`src/sv/ewis_pkg.sv`:
```
// ============================================================================
// ewis_pkg
// Shared widths, reset values and types for the ECG window integrator and
// smoother.
// ============================================================================
package ewis_pkg;

    // Fixed port widths.
    localparam int SAMPLE_PORT_W = 32;
    localparam int LEVEL_W       = 32;
    localparam int CLAMP_W       = 31;

    // Reset value of the clamp limit register.
    localparam logic [CLAMP_W-1:0] CLAMP_RESET = 31'd45600;

    // Quotient bits resolved per divider pipeline stage.
    localparam int DIV_STEPS = 8;

    // Smoother fill status that travels with each word.
    typedef struct packed {
        logic full;      // smoother window already full: drop the oldest entry
        logic use_mean;  // this word completes or follows a full window
    } ewis_fill_t;

endpackage

```
`src/sv/ewis_div.sv`:
```
// ============================================================================
// ewis_div
// Pipelined signed division by a constant, truncating toward zero. The
// magnitude is divided by restoring long division, DIV_STEPS quotient bits
// per stage, with a narrow remainder. A sideband field travels alongside.
// ============================================================================
module ewis_div #(
    parameter int DIVISOR = 45,
    parameter int DATA_W  = 39,
    parameter int SIDE_W  = 2
) (
    input  logic                     clk,
    input  logic                     rst_n,
    input  logic                     en,
    input  logic                     in_valid,
    input  logic signed [DATA_W-1:0] in_num,
    input  logic [SIDE_W-1:0]        in_side,
    output logic                     out_valid,
    output logic signed [DATA_W-1:0] out_quot,
    output logic [SIDE_W-1:0]        out_side
);
    import ewis_pkg::*;

    localparam int NST = (DATA_W + DIV_STEPS - 1) / DIV_STEPS;
    localparam int PW  = NST * DIV_STEPS;
    localparam int RW  = $clog2(DIVISOR) + 1;
    localparam logic [RW-1:0] DIV_C = RW'(DIVISOR);

    logic                     in_valid_reg;
    logic signed [DATA_W-1:0] in_num_reg;
    logic [SIDE_W-1:0]        in_side_reg;

    logic [NST:0]             v_reg;
    logic [NST:0]             neg_reg;
    logic [PW-1:0]            work_reg [NST+1];
    logic [RW-1:0]            rem_reg  [NST+1];
    logic [SIDE_W-1:0]        side_reg [NST+1];

    logic                     out_valid_reg;
    logic signed [DATA_W-1:0] out_quot_reg;
    logic [SIDE_W-1:0]        out_side_reg;

    logic [DATA_W-1:0]        mag_next;
    logic [PW-1:0]            work_next [NST];
    logic [RW-1:0]            rem_next  [NST];
    logic [DATA_W-1:0]        quot_next;

    // Magnitude of the registered dividend.
    assign mag_next = in_num_reg[DATA_W-1] ? DATA_W'(-in_num_reg) : DATA_W'(in_num_reg);

    // Long division steps: shift one dividend bit into the remainder,
    // subtract the divisor when it fits and record a quotient bit.
    always_comb
    begin : div_steps
        logic [RW-1:0] r;
        logic [PW-1:0] w;
        r = '0;
        w = '0;
        for (int k = 0; k < NST; k++)
        begin
            r = rem_reg[k];
            w = work_reg[k];
            for (int j = 0; j < DIV_STEPS; j++)
            begin
                r = {r[RW-2:0], w[PW-1]};
                w = {w[PW-2:0], 1'b0};
                if (r >= DIV_C)
                begin
                    r    = r - DIV_C;
                    w[0] = 1'b1;
                end
            end
            rem_next[k]  = r;
            work_next[k] = w;
        end
    end

    // Restore the sign of the quotient.
    assign quot_next = neg_reg[NST] ? DATA_W'(-work_reg[NST][DATA_W-1:0])
                                    : work_reg[NST][DATA_W-1:0];

    // Valid bits of the pipeline.
    always_ff @(posedge clk or negedge rst_n)
    begin
        if (!rst_n)
        begin
            in_valid_reg  <= 1'b0;
            v_reg         <= '0;
            out_valid_reg <= 1'b0;
        end
        else if (en)
        begin
            in_valid_reg  <= in_valid;
            v_reg         <= {v_reg[NST-1:0], in_valid_reg};
            out_valid_reg <= v_reg[NST];
        end
    end

    // Data path of the pipeline.
    always_ff @(posedge clk)
    begin
        if (en)
        begin
            in_num_reg   <= in_num;
            in_side_reg  <= in_side;
            work_reg[0]  <= PW'(mag_next);
            rem_reg[0]   <= '0;
            neg_reg[0]   <= in_num_reg[DATA_W-1];
            side_reg[0]  <= in_side_reg;
            for (int k = 0; k < NST; k++)
            begin
                work_reg[k+1] <= work_next[k];
                rem_reg[k+1]  <= rem_next[k];
                neg_reg[k+1]  <= neg_reg[k];
                side_reg[k+1] <= side_reg[k];
            end
            out_quot_reg <= quot_next;
            out_side_reg <= side_reg[NST];
        end
    end

    assign out_valid = out_valid_reg;
    assign out_quot  = out_quot_reg;
    assign out_side  = out_side_reg;

endmodule

```
`config.mk`:
```
export PLATFORM = sky130hd
export DESIGN_NAME = ewis_div
export DESIGN_NICKNAME = d
export VERILOG_FILES = /design/src/sv/ewis_pkg.sv /design/src/sv/ewis_div.sv
export SDC_FILE = /design/constraint.sdc
export NUM_CORES = 1
export LEC_CHECK = 0
export BUFFER_PORTS_ARGS = -buffer_cell sky130_fd_sc_hd__buf_2
export CAP_MARGIN = 20
export CORE_AREA = 2 2 199 201
export DETAILED_ROUTE_END_ITERATION = 7
export DIE_AREA = 0 0 201 203
export GPL_ROUTABILITY_DRIVEN = 0
export PLACE_DENSITY = 0.74
export SYNTH_ARGS = -nofsm -noshare
export SYNTH_HDL_FRONTEND = slang
export SYNTH_SLANG_ARGS = --single-unit
```
`constraint.sdc`:
```
create_clock -name clk -period 10.2 [get_ports clk]
set_input_delay 2.04 -clock clk [delete_from_list [all_inputs] [get_ports clk]]
set_output_delay 2.04 -clock clk [all_outputs]
set_load 0.005 [all_outputs]
```
# Yosys cells after proc, flatten, opt, wreduce, memory -nomap -nowiden
# Memory sizes are Yosys's and may differ from the RTL's. A register that Yosys moved wholly into a read port is not among the register bits.
# Index checks and enable logic that the tools add are counted.
[totals] elab_cells=176 memories=3 register_bits=94 input_bits=45 ram_bits=294
[classes] mux=84 n_addsub=42 magnitude_cmp=40
[mem_list] name="work_reg" depth=6 word_bits=40 read_ports=6 rd_clocked_by_memory_dff=0 write_ports=6 line="ewis_div.sv:35" text="logic [PW-1:0] work_reg [NST+1];"
[mem_list] name="rem_reg" depth=6 word_bits=7 read_ports=5 rd_clocked_by_memory_dff=0 write_ports=6 line="ewis_div.sv:36" text="logic [RW-1:0] rem_reg [NST+1];"
[mem_list] name="side_reg" depth=6 word_bits=2 read_ports=6 rd_clocked_by_memory_dff=1 write_ports=6 line="ewis_div.sv:37" text="logic [SIDE_W-1:0] side_reg [NST+1];"
[op_table] op="greater-or-equal comparator 7 x 6 -> 1 bit, second input constant" n=40
[op_table] op="two-way mux 6 bit" n=35
[op_table] op="subtractor 6 bit, second input constant" n=35
[op_table] op="two-way mux 39 bit" n=2
[op_table] op="negator 39 bit" n=2
[op_table] op="two-way mux 1 bit" n=42
[op_table] op="two-way mux 7 bit" n=5
[op_table] op="subtractor 7 x 6 -> 7 bit, second input constant" n=5

# Logic depth before layout (Yosys ltp)
# An unclocked memory read counts as a cell.
[depth] ltp_word=17 ltp_mapped=51 depth_no_buf=48

# Least setup slack after synthesis
# OpenSTA, ideal clock, no wires.
[synth_timing] kind="register to register" startpoint="memory rem_reg[2][0] (netlist bit)" endpoint="memory rem_reg[3][3] (netlist bit), data pin" arrival_time_ns=9.589 path_stages_with_launch=50 setup_ns=0.258 required_time_ns=9.942 period_less_slack_ns=9.846 slack_ns=0.354 cell_sequence="edfxtp_1 inv_1 ha_1 nor3_2 o211ai_1 nand2_1 ha_1 nor2_1 a221o_1 mux2i_1 or3_1 o2111ai_1 ha_1 or3_1 a22oi_1 o2bb2ai_1 o21a_1 buf_6 (+14 left out) xnor2_1 ha_1 nand3b_1 a311oi_4 nor2_2 xnor2_1 ha_1 or4_4 a311oi_1 nor2b_1 buf_6 xnor2_2 ha_1 nor3_1 mux2i_1 a21o_2 o211a_1 xnor2_1"
[synth_rtl] item="from (decl)" line="ewis_div.sv:36"

==> impl_results.md <==
* Final Hold Viols at 0
* Max reg flops at 209
* GRT overflow at 0
* CTS tree: built
* Vias in the first global route at approximately 15000
* Total wire length at between 40000 and 50000 µm
* Worst path slowest cell: or4_4
* GRT Total Usage at between 20% and 30%
* Syn avg cell area at roughly 11 µm²
* Ys async rst share at 2.346%
* Die W at 201 µm
* Post-route setup slack at ~0.34 ns
* Final setup viols at 0
* Clock transition at the registers of the reported paths at approximately 0.060 ns
* Fin crit share at between 90% and 100%
* Netlist Area Pre-Place at approximately 0.021 mm²
* Placed Cells at 2480
* Crit path DAT at 10.25 ns
* Post-synthesis sequential area ratio at 48.68%
* DR WL/cell at ~16 µm
* Die area at 0.04080 mm²
* Synth Area in Compound Gates at around a fifth
* YS warnings at 0
* Max-Cap Viols at 0
* Most frequent cells in the layout: edfxtp_1, nor2_1, xnor2_1
* Layout cells sized above 1 at between 10% and 20%
* Via count at about 16000
* Ys flop type: edfxtp_1
* Top post-synthesis cells by area: edfxtp_1, xnor2_1, ha_1
* Clk_skew at 0.01205 ns
* Antenna violations before repair at 0
* Critical Path Sink Type: register
* CP peak stage delay at 0.50 ns
* Adder-cell share of the synthesized area at under 10%
* Commonest non-fill, non-tap cell in the layout: edfxtp_1
* Drt first pass iters at 5
* Post-Synth Simple-Gate Area at roughly 14%
* Site Rows at about 70
* Critical Path Fanout Max at 5
* Post-Place Setup Slack at -0.1937 ns
* Yosys reg bits at 341
* Final Max Slew Viols at 0
* Initial DRC Count at around 1200
* First-pass GRT wire length at 69480 µm
* Final ANT Viol Nets at 0
* Synth cell types at about 120
* Syn nets at 2028
* Clk buf depth at 3
* Worst rel slew slack at 32.54%
* Synth Area in XOR/XNOR at 6.580%
* Post-layout nets at about 2100
* # diodes at 0
* Clk root buf: clkbuf_16
* DRC violations left at 0
* Cells after Synth at about 1900
* Most used cell, CP: ha_1
* P&R area growth vs syn at 12.52%
* Status: completed
* Synth top area share at 47.72%
* Largest net degree at the start of global routing at 184
* Worst path required time at 10.58 ns
* Hold_buf cts at 0
* Final Critical Period at 9.864 ns
* CP startpoint kind: register
* Initial Util at about 54%
* DIE HEIGHT at between 200 and 250 µm
* Total clock buffers created by CTS at 37
* Worst Tran Pin Value at ~1.0 ns
* PortBufs at 86
* CP Class: reg -> reg
* Vias/cell at about 6
* I/O pins at a little under 90
* Unrepaired setup endpoints after global routing: yes
* Largest family of logic cells by synthesized area: compound AO/OA/AOI/OAI gates
* H-Tree Depth at 2
* Post-synth top area cell: edfxtp_1
* Fmax at around 0.10 GHz
* Core area at around 0.038 mm²
* Worst-Skew Late Latency at between 0.5 and 0.6 ns
* Finished Layout Cells at 2577
* Worst hold-check path type: reg -> reg
* Clk sink count at around 340
* Layout Utilization at between 60% and 70%
* DP Wirelength at 29850 µm
* Post-synth EDFFs at 333
* Mux contribution to synthesized area at 4.198%
-- synth_stat cells, types with 21 or more instances --
library cell	number
edfxtp_1	333
mux2i_1	43
o31ai_1	35
clkbuf_1	29
nand2b_1	21
a211oi_1	35
o211ai_1	31
and2_1	25
o21a_1	26
inv_1	101
or4_1	21
ha_1	68
a21oi_1	73
nand2_1	117
nor2_1	130
o21ai_0	104
xnor2_1	133
mux2_2	34
or3_1	28
nand3_1	37
nor3_1	45
-- critical path: cells and delay by family (launching register included) --
| family | cells | cell delay [ns] |
|---|---|---|
| AO/OA/AOI/OAI | 12 | 3.10 |
| AND/OR/NAND/NOR | 15 | 2.95 |
| adder cells (fa/ha/maj) | 8 | 1.72 |
| multiplexers | 4 | 0.74 |
| XOR/XNOR | 5 | 0.69 |
| flip-flops | 1 | 0.34 |
| buffers and inverters | 2 | 0.18 |
-- path summary, 6_finish.rpt --
| path | cells past startpoint | from | slack (ns) | end |
|---|---|---|---|---|
| worst max-delay path | 46 | rem_reg[2][0] | 0.34 | rem_reg[3][1] |
| worst min-delay path | 0 | work_reg[0][31] | 0.41 | work_reg[1][39] |
| worst max register to register | 46 | rem_reg[2][0] | 0.34 | rem_reg[3][1] |
| worst min register to register | 0 | work_reg[0][31] | 0.41 | work_reg[1][39] |
| max in group asynchronous | 1 | rst_n | 8.72 | v_reg[1] |
| min in group asynchronous | 1 | rst_n | 1.32 | v_reg[5] |
-- area by class of cell --
type | instances | area [µm²]
clock buffer | 42 | 944.7
clock inverter | 21 | 236.5
fill | 3061 | 14890
inverter | 110 | 412.9
multi-input combinational | 1412 | 10310
sequential | 341 | 10200
tap | 518 | 648.1
timing repair buffer | 133 | 823.3
-- timing repair --
action | in CTS | in global routing
endpoints found under the hold margin | 0 | 0
endpoints found under the setup margin | 7 | 20
pin swaps | 2 | 15
resized for setup | 4 | 39
setup buffers | 10 | 22
-- per-layer routing --
metal  track usage [%]  vias up  part of all wire [%]
met5                 0        -                     0
met4             7.593        0                   3.0
met3             3.210       88                   5.6
met2             33.39      509                    47
met1             27.11     7319                    44
li1                  -     7619                     -
-- stage by stage --
step	instance area, µm²	TNS [ns]	hold WS (ns)
final	23580	0	0.4146
after global routing	23580	-1.394	0.4200
after CTS	23160	0	0.4146
after detailed placement	21890	-0.7558	0.4045
after global placement	21890	0	0.4003
after floorplan	20950	0	0.4003
-- kinds of logic (layout without fill, tap and decap cells) --
| kind of cell | Yosys count | in the layout |
|---|---|---|
| AO/OA/AOI/OAI | 554 | 554 |
| XOR/XNOR | 154 | 154 |
| adder cells (fa/ha/maj) | 68 | 68 |
| buffers and inverters | 162 | 306 |
| flip-flops | 341 | 341 |
| multiplexers | 82 | 82 |
| AND/OR/NAND/NOR | 554 | 554 |
Power is left out: the tool's default activity adds up to more than one toggle a clock period on the data nets, which glitch-free logic cannot reach.
